`src/hdl/smpq_pkg.sv`:
```
// constants, types and helpers of the sorted minimum priority queue
`timescale 1ns / 1ps

package smpq_pkg;

    localparam int DEPTH       = 16;
    localparam int VALUE_WIDTH = 32;
    localparam int CNT_W       = $clog2(DEPTH + 1);

    localparam logic ACT_PUSH = 1'b0;
    localparam logic ACT_POP  = 1'b1;

    typedef enum logic [1:0] {
        ST_OK        = 2'd0,
        ST_UNDERFLOW = 2'd1,
        ST_OVERFLOW  = 2'd2
    } smpq_status_t;

    typedef logic signed [VALUE_WIDTH-1:0] smpq_value_t;

    // command broadcast along the cell chain
    typedef struct packed {
        logic        push;
        logic        pop;
        smpq_value_t key;
    } smpq_cmd_t;

    // 32-bit port value to stored width (sign extend or wrap)
    function automatic smpq_value_t to_value(input logic signed [31:0] x);
        logic signed [63:0] w;
        w = 64'(x);
        return w[VALUE_WIDTH-1:0];
    endfunction

    // stored value to 32-bit port value
    function automatic logic [31:0] to_out(input smpq_value_t x);
        logic signed [63:0] w;
        w = 64'(x);
        return w[31:0];
    endfunction

    // count cut to the 5-bit port
    function automatic logic [4:0] to_count(input logic [CNT_W-1:0] c);
        logic [63:0] w;
        w = 64'(c);
        return w[4:0];
    endfunction

endpackage

```
`src/hdl/smpq_cell.sv`:
```
// one cell of the sorted chain: holds one entry, shifts down on insert, up on pop
`timescale 1ns / 1ps

module smpq_cell
    import smpq_pkg::*;
(
    input  logic        clk,
    input  smpq_cmd_t   cmd,
    input  logic        occupied,
    input  logic        upper_lt,
    input  smpq_value_t upper_val,
    input  smpq_value_t lower_val,
    output smpq_value_t val,
    output smpq_value_t val_next,
    output logic        lt
);

    smpq_value_t val_reg;

    // stored entry strictly smaller than the new key stays put
    assign lt  = occupied && (val_reg < cmd.key);
    assign val = val_reg;

    always_comb
    begin
        val_next = val_reg;
        if (cmd.pop)
        begin
            val_next = lower_val;
        end
        else if (cmd.push && !lt)
        begin
            if (upper_lt)
            begin
                val_next = cmd.key;
            end
            else
            begin
                val_next = upper_val;
            end
        end
    end

    always_ff @(posedge clk)
    begin
        val_reg <= val_next;
    end

endmodule

```
`src/hdl/sorted_min_priority_queue.sv`:
```
// top level of the sorted minimum priority queue built as a chain of cells
// channel | handshake                  | beat payload
// item    | item_valid / item_ready    | action, value
// result  | result_valid / result_ready| popped_value, smallest_value, entry_count,
//         |                            | is_empty, status
// one item per cycle while item_ready is high: each beat is resolved in the cell chain in the cycle it is accepted
// the result appears the next cycle in the output register
// the combinational path runs through the per-cell signed compare against the broadcast key
// reset clears the count and the output valid; cell contents stay undefined until written
// a stalled result holds item_ready low only while the output register is full
`timescale 1ns / 1ps

module sorted_min_priority_queue
    import smpq_pkg::*;
(
    input  logic        clk,
    input  logic        rst_n,
    input  logic        item_valid,
    output logic        item_ready,
    input  logic        action,
    input  logic [31:0] value,
    output logic        result_valid,
    input  logic        result_ready,
    output logic [31:0] popped_value,
    output logic [31:0] smallest_value,
    output logic [4:0]  entry_count,
    output logic        is_empty,
    output logic [1:0]  status
);

    logic [CNT_W-1:0] count_reg, count_next;
    logic             result_valid_reg, result_valid_next;
    logic [31:0]      popped_reg, popped_next;
    logic [31:0]      smallest_reg, smallest_next;
    smpq_status_t     status_reg, status_next;

    logic        accept;
    logic        full;
    logic        empty;
    smpq_cmd_t   cmd;

    // cell 0 is the top (smallest)
    smpq_value_t cell_val [DEPTH];
    smpq_value_t cell_nxt [DEPTH];
    logic        cell_lt  [DEPTH];

    // output register frees as soon as its beat is taken
    assign item_ready = !result_valid_reg || result_ready;
    assign accept     = item_valid && item_ready;
    assign full       = (count_reg == CNT_W'(DEPTH));
    assign empty      = (count_reg == '0);

    assign cmd.push = accept && (action == ACT_PUSH) && !full;
    assign cmd.pop  = accept && (action == ACT_POP) && !empty;
    assign cmd.key  = to_value(value);

    genvar gi;
    generate
        for (gi = 0; gi < DEPTH; gi++)
        begin : g_cell
            logic        up_lt;
            smpq_value_t up_val;
            smpq_value_t low_val;

            if (gi == 0)
            begin : g_top
                // nothing above the top: a non-smaller entry here takes the key
                assign up_lt  = 1'b1;
                assign up_val = '0;
            end
            else
            begin : g_mid
                assign up_lt  = cell_lt[gi-1];
                assign up_val = cell_val[gi-1];
            end

            if (gi == DEPTH - 1)
            begin : g_bot
                assign low_val = '0;
            end
            else
            begin : g_low
                assign low_val = cell_val[gi+1];
            end

            smpq_cell u_cell (
                .clk       (clk),
                .cmd       (cmd),
                .occupied  (CNT_W'(gi) < count_reg),
                .upper_lt  (up_lt),
                .upper_val (up_val),
                .lower_val (low_val),
                .val       (cell_val[gi]),
                .val_next  (cell_nxt[gi]),
                .lt        (cell_lt[gi])
            );
        end
    endgenerate

    always_comb
    begin
        count_next        = count_reg;
        result_valid_next = result_valid_reg;
        popped_next       = popped_reg;
        smallest_next     = smallest_reg;
        status_next       = status_reg;

        if (cmd.push)
        begin
            count_next = count_reg + 1'b1;
        end
        else if (cmd.pop)
        begin
            count_next = count_reg - 1'b1;
        end

        if (accept)
        begin
            result_valid_next = 1'b1;
            popped_next       = cmd.pop ? to_out(cell_val[0]) : '0;
            smallest_next     = (count_next != '0) ? to_out(cell_nxt[0]) : '0;
            if (action == ACT_POP && empty)
            begin
                status_next = ST_UNDERFLOW;
            end
            else if (action == ACT_PUSH && full)
            begin
                status_next = ST_OVERFLOW;
            end
            else
            begin
                status_next = ST_OK;
            end
        end
        else if (result_ready)
        begin
            result_valid_next = 1'b0;
        end
    end

    always_ff @(posedge clk or negedge rst_n)
    begin
        if (!rst_n)
        begin
            count_reg        <= '0;
            result_valid_reg <= 1'b0;
        end
        else
        begin
            count_reg        <= count_next;
            result_valid_reg <= result_valid_next;
        end
    end

    // payload of the result beat, no reset needed
    always_ff @(posedge clk)
    begin
        popped_reg   <= popped_next;
        smallest_reg <= smallest_next;
        status_reg   <= status_next;
    end

    // the count seen by a result is always the one just committed
    logic [CNT_W-1:0] count_out_reg;

    always_ff @(posedge clk)
    begin
        if (accept)
        begin
            count_out_reg <= count_next;
        end
    end

    assign result_valid   = result_valid_reg;
    assign popped_value   = popped_reg;
    assign smallest_value = smallest_reg;
    assign entry_count    = to_count(count_out_reg);
    assign is_empty       = (count_out_reg == '0);
    assign status         = status_reg;

endmodule

```
`config.mk`:
```
export PLATFORM = sky130hd
export DESIGN_NAME = sorted_min_priority_queue
export DESIGN_NICKNAME = d
export VERILOG_FILES = /design/src/hdl/smpq_pkg.sv /design/src/hdl/smpq_cell.sv /design/src/hdl/sorted_min_priority_queue.sv
export SDC_FILE = /design/constraint.sdc
export NUM_CORES = 2
export LEC_CHECK = 0
export BUFFER_PORTS_ARGS = -buffer_cell sky130_fd_sc_hd__buf_2
export CAP_MARGIN = 20
export CORE_ASPECT_RATIO = 0.6
export CORE_MARGIN = 2
export CORE_UTILIZATION = 35
export CTS_CLUSTER_DIAMETER = 120
export DETAILED_ROUTE_END_ITERATION = 7
export PLACE_DENSITY = 0.6
export SYNTH_ARGS = -nofsm -noshare
export SYNTH_HDL_FRONTEND = slang
export SYNTH_SLANG_ARGS = --single-unit
```
`constraint.sdc`:
```
create_clock -name clk -period 10.8 [get_ports clk]
set_input_delay 2.16 -clock clk [delete_from_list [all_inputs] [get_ports clk]]
set_output_delay 2.16 -clock clk [all_outputs]
set_load 0.02 [all_outputs]
```
==> results.sh <==
export IMPL_setup_viol=0
export IMPL_hold_path_startpoint="g_cell[15].u_cell.val[0]"
export IMPL_grt_total_usage_pct=27.0
export IMPL_post_drt_wl_per_cell_um=29.1
export IMPL_timing_setup_tns_ps=0
export IMPL_power_density_nw_per_um2=247
export IMPL_drtAntennaViolNets=0
export IMPL_yosysTopAreaCellShare_pct=37.5
export IMPL_hold_class="flop to flop"
export IMPL_vias=38200
export IMPL_status="completed"
export IMPL_pin_count=111
export IMPL_route_detailed_drc=0
export IMPL_fin_crit_ps=6350
export IMPL_fillers=11500
export IMPL_period_share_pct=58.8
export IMPL_cts_root_buffer="clkbuf_16"
export IMPL_ctsHoldBuffers=0
export IMPL_synthArstFlopShare_pct=1.02
export IMPL_synthDistinctLibCells=74
export IMPL_hold_violations=0
export IMPL_htree_levels=3
export IMPL_cts_tree="done"
export IMPL_wl_met2_mm=57.9
export IMPL_gp_congestion=0.953
export IMPL_coreArea_um2=117000
export IMPL_clock_latency_ps=680
export IMPL_synth_seq_area_share_pct=40.9
export IMPL_yosysMostFrequentCell="nand2_1"
export IMPL_synth_nets=4837
export IMPL_fin_worst_skew_ps=28.3
export IMPL_grt_pass1_wl_mm=245
export IMPL_cellLeakagePower_uw=0.0187
export IMPL_power_total_uw=11400
export IMPL_diodes=0
export IMPL_drv_cap=0
export IMPL_ir_drop_v=0.000173
export IMPL_cp_max_fo=33
export IMPL_ys_top_cells_by_count="522 x nand2_1, 519 x edfxtp_1, 499 x ha_1"
export IMPL_hpwl_mm=125
export IMPL_yosysWarnings=0
export IMPL_synth_top_area_cell="edfxtp_1"
export IMPL_slew_viol_final=0
export IMPL_rsz0062_at_grt="no"
export IMPL_slew_headroom_pct=26.2
export IMPL_dpl_worst_slack_ps=3950
export IMPL_clk_pin_slew_ps=60
export IMPL_area_growth_pct=11.0
export IMPL_synth_edf_count=519
export IMPL_synth_fa_ha_area_share_pct=15.0
export IMPL_cts_sinks=589
export IMPL_largest_register_ffs=512
export IMPL_die_h_um=271
export IMPL_synthCells=4301
export IMPL_required_ps=11080
export IMPL_wirelength_mm=171
export IMPL_clk_path_buf_depth=3
export IMPL_startpoint_type="primary input"
export IMPL_setup_ws_ps=4450
export IMPL_wl_met1_mm=79.3
export IMPL_critPathArrivalTime_ps=6630
export IMPL_drtIter0Drc=6205
export IMPL_nets=4762
export IMPL_num_rows=97
export IMPL_final_core_util_pct=39.4
export IMPL_port_buffers=110
export IMPL_antenna_found_initial=0
export IMPL_critPathCaptureType="flop"
export IMPL_fmax_ghz=0.157
export IMPL_syn_avg_cell_area_um2=9.67
export IMPL_ys_ff_latch=589
export IMPL_yosys_area_share_simple_pct=18.9
export IMPL_grt_ovfl_total=0
export IMPL_synth_top_family_by_area="simple AND/OR/NAND/NOR gates"
export IMPL_post_cts_buffers=0
export IMPL_tightest_slew_ps=1100
export IMPL_cts_resized_gates=0
export IMPL_crit_type="primary input to flop"
export IMPL_synth_compound_area_share_pct=17.9
export IMPL_initial_core_util_pct=35.5
export IMPL_cts_buffers=69
export IMPL_wl_met3_mm=31.1
export IMPL_r2r_start="count_reg[1]"
export IMPL_chipWidth_um=449
export IMPL_via_per_inst=6.52
export IMPL_startpoint="value[27]"
export IMPL_synthXorXnorAreaFrac_pct=0.0843
export IMPL_synth_mux_area_share_pct=3.21
export IMPL_first_global_vias=34100
export IMPL_dr_pass1_iters=6
export IMPL_yosys_top_cells_area="edfxtp_1 37%, ha_1 15%, nand2_1 4.7%"
export IMPL_ys_flop_type="edfxtp_1"
export IMPL_grt_max_degree=226
export IMPL_die_area_um2=122000
export IMPL_topRoutingLayerUsed="met5"
export IMPL_drive_gt1_share_pct=8.67
export IMPL_syn_area_um2=41600
## placed cells by master, fill, tap and decap left out, types with 64 or more instances in the layout
master	n
a211o_1	70
a21o_1	103
a21oi_1	131
a221o_1	66
a31oi_1	76
and3_1	65
buf_2	111
buf_4	99
clkbuf_16	72
dfxtp_1	64
edfxtp_1	519
ha_1	499
mux2i_1	126
nand2_1	521
nand3_1	307
nand4_1	224
nor2_1	226
nor3_1	91
nor4_1	67
o211ai_1	167
o21ai_0	147
o31ai_1	76
## cell families (layout without fill, tap and decap cells)
| kind of cell | after synthesis | count (layout) |
|---|---|---|
| flops | 589 | 589 |
| simple gates | 1621 | 1621 |
| fa+ha+maj | 499 | 499 |
| buf+inv | 408 | 387 |
| mux | 133 | 133 |
| xor+xnor | 4 | 4 |
| compound gates | 1047 | 1047 |
## critical path: stages
cell and delay (ps):
buf_2 290, inv_1 570, ha_1 540, nand4_1 160, nor4_2 560, o2111ai_1 190
o311ai_1 480, nor3_1 110, mux2_2 290, buf_4 320, o21ai_4 920
## through the flow
| step | hold WS (ps) | std cells | instance area [um^2] |
|---|---|---|---|
| floorplan | 443 | 4301 | 41600 |
| global placement | 467 | 5738 | 43700 |
| detailed placement | 474 | 5739 | 43700 |
| CTS | 482 | 5864 | 46100 |
| global route | 507 | 5864 | 46100 |
| finish | 487 | 5864 | 46100 |
## final cells by class
type	instances	area, um^2	share of cell area (%)
sequential	589	17000	36.9
tap	1584	1980	4.30
clock inverter	36	493	1.07
clock buffer	89	1920	4.15
inverter	50	188	0.407
timing repair buffer	212	1340	2.90
multi-input combinational	3304	23200	50.3
## where the power goes
part	switching, uW	total (uW)	leakage, uW	internal (uW)
clock network	1060	2600	0.00117	1540
logic	2940	4590	0.0120	1650
registers	786	4210	0.00552	3420
## routing by layer
layer | GRT usage [%] | vias to the layer above
li1 | - | 16700
met1 | 43.4 | 18500
met2 | 30.9 | 2883
met3 | 13.0 | 168
met4 | 4.43 | 2
met5 | 0.977 | -
## path summary, 6_finish.rpt
path,end,slack [ps],cells past startpoint
max,g_cell[14].u_cell.val[26],4450,11
min,g_cell[15].u_cell.val[0],490,2
max reg2reg,g_cell[12].u_cell.val[31],5910,9
min reg2reg,g_cell[15].u_cell.val[0],490,2
max in group asynchronous,result_valid,9320,1
min in group asynchronous,count_reg[1],1330,1
Power figures use the tool's default switching activity.
